$ cat src/design/rmsn_pkg.sv
// ----------------------------------------------------------------------------
// rmsn_pkg
// shared constants and control types of the rms normalizer
// ----------------------------------------------------------------------------
package rmsn_pkg;

    localparam int MAX_LEN_DEF = 64;
    localparam int VAL_W       = 16;
    localparam int SUM_W       = 37;
    localparam int SQ_W        = 32;
    localparam int EPS_W       = 24;
    localparam logic [EPS_W-1:0] EPS_RESET = 24'd168;

    localparam int UNIT_W      = 62;
    localparam int OPND_W      = 61;
    localparam int DVSR_W      = 31;
    localparam int SCALE_W     = 31;
    localparam int STEP_W      = 6;

    localparam logic [STEP_W-1:0] MEAN_STEPS  = 6'd37;
    localparam logic [STEP_W-1:0] RECIP_STEPS = 6'd61;
    localparam logic [STEP_W-1:0] SQRT_STEPS  = 6'd31;

    localparam logic [SCALE_W-1:0] SCALE_MAX = 31'h4000_0000;

    localparam logic [2:0] ADDR_EPSILON = 3'd0;

    typedef struct packed {
        logic              start;
        logic              is_sqrt;
        logic [STEP_W-1:0] steps;
    } unit_ctrl_t;

    typedef struct packed {
        logic busy;
        logic done;
    } unit_stat_t;

endpackage

$ cat src/design/rmsn_unit.sv
// ----------------------------------------------------------------------------
// rmsn_unit
// shared shift-subtract unit: restoring division or digit-recurrence sqrt
// ----------------------------------------------------------------------------
module rmsn_unit (
    input  logic                          clk,
    input  logic                          rst_n,
    input  rmsn_pkg::unit_ctrl_t          ctrl,
    input  logic [rmsn_pkg::OPND_W-1:0]   operand,
    input  logic [rmsn_pkg::DVSR_W-1:0]   divisor,
    output rmsn_pkg::unit_stat_t          stat,
    output logic [rmsn_pkg::OPND_W-1:0]   result
);

    localparam int W = rmsn_pkg::UNIT_W;

    logic [W-1:0]                    a_reg, a_next;
    logic [W-1:0]                    b_reg, b_next;
    logic [W-1:0]                    bit_reg, bit_next;
    logic [rmsn_pkg::DVSR_W-1:0]     d_reg;
    logic                            sqrt_reg;
    logic [rmsn_pkg::STEP_W-1:0]     cnt_reg;
    logic                            busy_reg;
    logic                            done_reg;

    logic [W-1:0] r_sh;
    logic [W-1:0] lhs;
    logic [W-1:0] rhs;
    logic [W:0]   diff;
    logic         ge;

    always_comb
    begin
        r_sh = {a_reg[W-2:0], b_reg[rmsn_pkg::OPND_W-1]};
        lhs  = sqrt_reg ? a_reg : r_sh;
        rhs  = sqrt_reg ? (b_reg + bit_reg) : W'(d_reg);
        diff = {1'b0, lhs} - {1'b0, rhs};
        ge   = ~diff[W];
        if (sqrt_reg)
        begin
            a_next   = ge ? diff[W-1:0] : a_reg;
            b_next   = ge ? ((b_reg >> 1) + bit_reg) : (b_reg >> 1);
            bit_next = bit_reg >> 2;
        end
        else
        begin
            a_next   = ge ? diff[W-1:0] : r_sh;
            b_next   = {1'b0, b_reg[rmsn_pkg::OPND_W-2:0], ge};
            bit_next = bit_reg;
        end
    end

    always_ff @(posedge clk or negedge rst_n)
    begin
        if (!rst_n)
        begin
            busy_reg <= 1'b0;
            done_reg <= 1'b0;
            cnt_reg  <= '0;
            sqrt_reg <= 1'b0;
        end
        else
        begin
            done_reg <= 1'b0;
            if (ctrl.start)
            begin
                busy_reg <= 1'b1;
                cnt_reg  <= ctrl.steps;
                sqrt_reg <= ctrl.is_sqrt;
            end
            else if (busy_reg)
            begin
                cnt_reg <= cnt_reg - 1'b1;
                if (cnt_reg == 6'd1)
                begin
                    busy_reg <= 1'b0;
                    done_reg <= 1'b1;
                end
            end
        end
    end

    always_ff @(posedge clk)
    begin
        if (ctrl.start)
        begin
            a_reg   <= ctrl.is_sqrt ? W'(operand) : '0;
            b_reg   <= ctrl.is_sqrt ? '0 : W'(operand);
            bit_reg <= W'(1) << (2 * (rmsn_pkg::SQRT_STEPS - 1));
            d_reg   <= divisor;
        end
        else if (busy_reg)
        begin
            a_reg   <= a_next;
            b_reg   <= b_next;
            bit_reg <= bit_next;
        end
    end

    assign stat.busy = busy_reg;
    assign stat.done = done_reg;
    assign result    = b_reg[rmsn_pkg::OPND_W-1:0];

endmodule

$ cat config.mk
export PLATFORM = sky130hd
export DESIGN_NAME = rmsn_unit
export DESIGN_NICKNAME = d
export VERILOG_FILES = /design/src/design/rmsn_pkg.sv /design/src/design/rmsn_unit.sv
export SDC_FILE = /design/constraint.sdc
export NUM_CORES = 1
export LEC_CHECK = 0
export ABC_CLOCK_PERIOD_IN_PS = 18700
export BUFFER_PORTS_ARGS = -buffer_cell sky130_fd_sc_hd__buf_4
export CAP_MARGIN = 20
export CORE_AREA = 2 2 175 177
export CTS_BUF_LIST = sky130_fd_sc_hd__clkbuf_8
export DETAILED_ROUTE_END_ITERATION = 10
export DIE_AREA = 0 0 177 179
export MAX_ROUTING_LAYER = met4
export PLACE_DENSITY = 0.82
export SYNTH_ARGS = -nofsm -noshare
export SYNTH_HDL_FRONTEND = slang
export SYNTH_SLANG_ARGS = --single-unit
$ cat constraint.sdc
create_clock -name clk -period 18.7 [get_ports clk]
set_input_delay 1.87 -clock clk [delete_from_list [all_inputs] [get_ports clk]]
set_output_delay 1.87 -clock clk [all_outputs]
set_load 0.02 [all_outputs]
# Yosys cells after proc, flatten, opt, wreduce, memory -nomap -nowiden
# Cells that the tools add are included.
dict set report totals {
  input_bits 102
  register_bits 195
  wordCells 39
  output_inout_bits 63
}
dict set report classes {
  bitwise 1
  n_eq_ne 2
  addsub 4
  muxes 21
  reduce_logical 3
}
# cell n
set op_table {}
lappend op_table {{62-bit 2-to-1 mux} 11}
lappend op_table {{61-bit 2-to-1 mux} 2}
lappend op_table {{62-bit by 62-bit subtractor with 63-bit output} 1}
lappend op_table {{61-bit by 61-bit adder with 62-bit output} 1}
lappend op_table {{62-bit by 61-bit adder with 62-bit output} 1}
lappend op_table {{6-bit 2-to-1 mux} 2}
lappend op_table {{6-bit by 1-bit equality test with 1-bit output, second input constant} 1}
lappend op_table {{1-bit 2-to-1 mux} 6}
lappend op_table {{6-bit by 1-bit subtractor with 6-bit output, second input constant} 1}
lappend op_table {{2-bit AND reduction} 2}
lappend op_table {{3-bit inequality test, second input constant} 1}
lappend op_table {{2-bit nonzero test} 1}
lappend op_table {{1-bit NOT} 1}

# Longest topological paths before layout
dict set report logic_depth {
  word_depth 7
  ltp_mapped 25
  ltp_nobuf 23
}

# Least setup slack after synthesis
# OpenSTA, ideal clock, no wires.
dict set report synth_timing {
  path_kind {register to register}
  from {register b_reg[18]}
  to {register a_reg[0] (enable)}
  path_stages_with_launch 23
  required_ns 18.198
  path_slack_ns 10.682
  period_less_slack_ns 8.018
  n_path_buf 3
  arrival_ns 7.516
  setup_time_ns 0.502
  path_cell_list {edfxtp_1 ha_1 nand2_1 nor4_1 o21ai_0 a311o_1 a31oi_1 a41o_1 nand2_1 xnor2_1 nand2_1 ha_1 buf_2 and4_1 nand2_1 or2_0 or3_1 o32ai_1 nor4b_2 or2_1 buf_6 buf_2 a21oi_1}
}
dict set report synth_between {
  elab_chain_len 5
}
# item line
set synth_lines {}
lappend synth_lines {{start: declaration} rmsn_unit.sv:18} ;# logic [W-1:0] b_reg, b_next;
lappend synth_lines {{start signal: assignment} rmsn_unit.sv:88} ;# b_reg <= ctrl.is_sqrt ? '0 : W'(operand);
lappend synth_lines {{start signal: assignment} rmsn_unit.sv:95} ;# b_reg <= b_next;
lappend synth_lines {{62-bit by 61-bit adder with 62-bit output} rmsn_unit.sv:36} ;# rhs = sqrt_reg ? (b_reg + bit_reg) : W'(d_reg);
lappend synth_lines {{62-bit 2-to-1 mux} rmsn_unit.sv:36}
lappend synth_lines {{62-bit by 62-bit subtractor with 63-bit output} rmsn_unit.sv:37} ;# diff = {1'b0, lhs} - {1'b0, rhs};
lappend synth_lines {{3-bit inequality test (no source line)} n/a}
lappend synth_lines {{2-bit AND reduction (no source line)} n/a}
lappend synth_lines {{end signal: assignment} rmsn_unit.sv:87} ;# a_reg <= ctrl.is_sqrt ? W'(operand) : '0;
lappend synth_lines {{end signal: assignment} rmsn_unit.sv:94} ;# a_reg <= a_next;
lappend synth_lines {{end: declaration} rmsn_unit.sv:17} ;# logic [W-1:0] a_reg, a_next;
# No other way between the ends.
# A chain may end at the register's enable or synchronous reset.

# Final worst setup path
# Same ends and word-level chain as after synthesis.

==> metrics <==
Final Critical Period 6.944 ns; number of flops mapped to enable cells by yosys 155; Max VDD drop approximately 92 uV; Layout fillers 2573; FP Rows 64; Vias 18729; Synth area leader edfxtp_1; number of iterations in the first detailed-routing pass 6; Critical-path top delay cell buf_4; setup TNS 0 ns; antenna viol nets, final 0; Die Ht 179 microns; clock latency at the later pin of the worst-skew pair 0.52 ns; register clock-pin slew on the reported worst setup and hold paths 0.12 ns; TritonCTS Sinks 195; # DRC 0; P_leak 8.031 nW; die width 177 microns; drt wl/cell 23.65 microns; global-route wire length before repair 98820 microns; Yosys Warn Count 0; Bufs and invs on worst path 1; final worst slack around 12 ns; Max Fclk 0.1440 GHz; Arr. time, crit path roughly 7 ns; CP startpoint kind flop; Fin. Hold Viols 0; cts repair resizes 0; Core ar. 30030 sq um; Longest Clk Path Bufs 2; clock power share 0.095; sw frac 0.5113; CP peak stage delay approximately 0.71 ns; Detailed Route Iter0 Violations 2968; Mapped Cells 2347; CTS root buffer clkbuf_8; part of the power in registers 0.258; total wire length 65360 microns; Cell Pwr Density 149.6 nW/um^2; register area 5504 sq um; worst-path fanout max 62; P_sw 0.001563 W; ys flop type edfxtp_1; Comb pwr share 0.647; pin count of the biggest net entering global routing 107; status finished clean; Layout area overhead 6.637%; Max-slew headroom 0.3908; gpl congestion between 1 and 1.5; worst hold path type flop to flop; async set-reset flop share out of synthesis 0.04615; via/cell ratio 6.776; Slew Limit Fails 0; cell breakdown of the critical path ha_1 > nand2_1 > nor4_1 > o21ai_0 > a311o_1 > a31oi_1 > a41o_1 > a21o_1 > a31oi_1 > xnor2_1 > nand2_1 > ha_1 > nand4_1 > nor3_1 > nor2b_1 > nor2_1 > o21a_1 > or2_2 > a21oi_4 > buf_4; Inserted Clock Buffers 17; hold buffers post-CTS 0; Pint between 0.001 and 0.0015 W; Crit. End Element flop; Seq cells post-synth 195; Tot GR Track Use 0.4196; footprint of the multi-input gates around 12000 sq um; cell family with most CP delay simple AND/OR/NAND/NOR gates; max-cap viol count 0; worst setup path category flop to flop; ratio of cells with drive above 1 in the final layout 0.1401; GRT overflow 0; Max Clock Skew between 0.02 and 0.03 ns; vias in the first global route 17029; CTS tree yes; top cells by area, synth edfxtp_1 (24%), ha_1 (8.7%), nand2_1 (7.0%), a21oi_1 (5.7%), o21ai_0 (4.9%); Worst-Margin Slew 0.9139 ns; Final setup viols 0; hpwl dp slightly below 50000 microns; Syn Nets 2584; Port-buffer cells 164; Syn Std Cell Area between 15000 and 20000 sq um; final worst-path cycle share 0.3714; Seq/Total Area, Yosys 0.2869; H-tree depth 4; full die area between 30000 and 40000 sq um; Initial Utilization 0.6385; Setup Fix Bufs, Post-CTS 0; Ports ~170; RSZ-0062 raised after global routing no; nets 2587; Yosys cell types 90; Synth top area share 0.2428; Avg Cell Area, Syn 8.169 sq um; dpl ws 11.50 ns; critical path data required time around 19 ns; antenna violations before repair 3
==> layer usage <==
metal / GRT usage / wire [microns]
met3: 0.1081 / 8629
met4: 0.1346 / 1713
met5: - / 0
met1: 0.5918 / 27640
met2: 0.5838 / 27380
==> per-stage QoR <==
step / area [sq um] / hold slack, ns / utilization / power, W / std cells
6_report: 20440 / 0.4913 / 0.6808 / 0.003057 / 2764
5_1_grt: 20440 / 0.5168 / 0.6807 / 0.003261 / 2762
4_1_cts: 20410 / 0.4876 / 0.6798 / 0.002991 / 2758
3_5_place_dp: 20020 / 0.4732 / 0.6667 / 0.002698 / 2726
3_3_place_gp: 19990 / 0.4698 / 0.6658 / 0.002668 / 2725
2_1_floorplan: 19170 / 0.4567 / - / 0.002263 / 2347
==> layout by cell type (no fill, tap or decap), drive strengths merged, types with 14 or more instances in the layout <==
cell    synthesis  layout
a21oi         223     223
mux2           65      65
a211oi         14      14
o31ai          24      24
nand3          36      36
a21o           49      49
edfxtp        155     155
a21boi         17      17
o21bai         32      32
dfxtp          31      31
or3            17      17
a31oi          57      57
and2           20      20
mux2i          27      27
nor2          135     135
ha            134     134
nand2         359     359
clkbuf         85      17
o21ai         218     218
a22oi          50      50
inv            41      49
xnor2          97      97
xor2           72      72
nand4          34      34
nor3           51      51
nand2b         20      20
o211ai         16      16
buf           113     182
==> cells in the mapped netlist (all sizes together) (50+ instances only) <==
library cell	n
a21oi	223
a22oi	50
a31oi	57
buf	113
clkbuf	85
edfxtp	155
ha	134
mux2	65
nand2	359
nor2	135
nor3	51
o21ai	218
xnor2	97
xor2	72
==> final timing paths <==
kind	from	to	slack, ns	depth (start not counted)
worst min register to register	bit_reg[0]	bit_reg[0]	0.49	2
max in group asynchronous	rst_n	sqrt_reg	17.37	1
min in group asynchronous	rst_n	cnt_reg[2]	1.16	1
worst min-delay path	bit_reg[0]	bit_reg[0]	0.49	2
worst max register to register	b_reg[18]	a_reg[0]	11.76	20
worst max-delay path	b_reg[18]	a_reg[0]	11.76	20
==> kinds of logic after synthesis <==
logic type,after synthesis,synth area share
muxes,92,0.05227
DFF,195,0.2869
and+or+nand+nor,730,0.1732
buffers and inverters,239,0.06428
xor gates and xnor gates,169,0.07720
adders and majority gates,135,0.08849
AOI/OAI and AO/OA,787,0.2577
==> layout make-up <==
| type | instances | share of cell area |
|---|---|---|
| clock buffers | 17 | 0.01144 |
| repair buffers | 182 | 0.06860 |
| flip-flops and latches | 195 | 0.2692 |
| diodes | 5 | 0.0006120 |
| multi-input cells | 1913 | 0.6106 |
| inverters | 41 | 0.007528 |
| clock inverters | 15 | 0.007772 |
| well taps | 396 | 0.02424 |
==> tightest hold or removal path: stages (launching register included) <==
cell,delay (ns)
dfxtp_1,0.34
nand2_1,0.06
a21oi_1,0.05
==> power groups by stage <==
| stage | clock network (W) | registers, W | logic (W) |
|---|---|---|---|
| after floorplan | 0 | 0.000715 | 0.00155 |
| after global placement | 0 | 0.000783 | 0.00188 |
| after detailed placement | 0 | 0.000790 | 0.00191 |
| after CTS | 0.000290 | 0.000780 | 0.00192 |
| after global routing | 0.000302 | 0.000802 | 0.00216 |
| final | 0.000289 | 0.000789 | 0.00198 |
(Power assumes the default switching activity.)
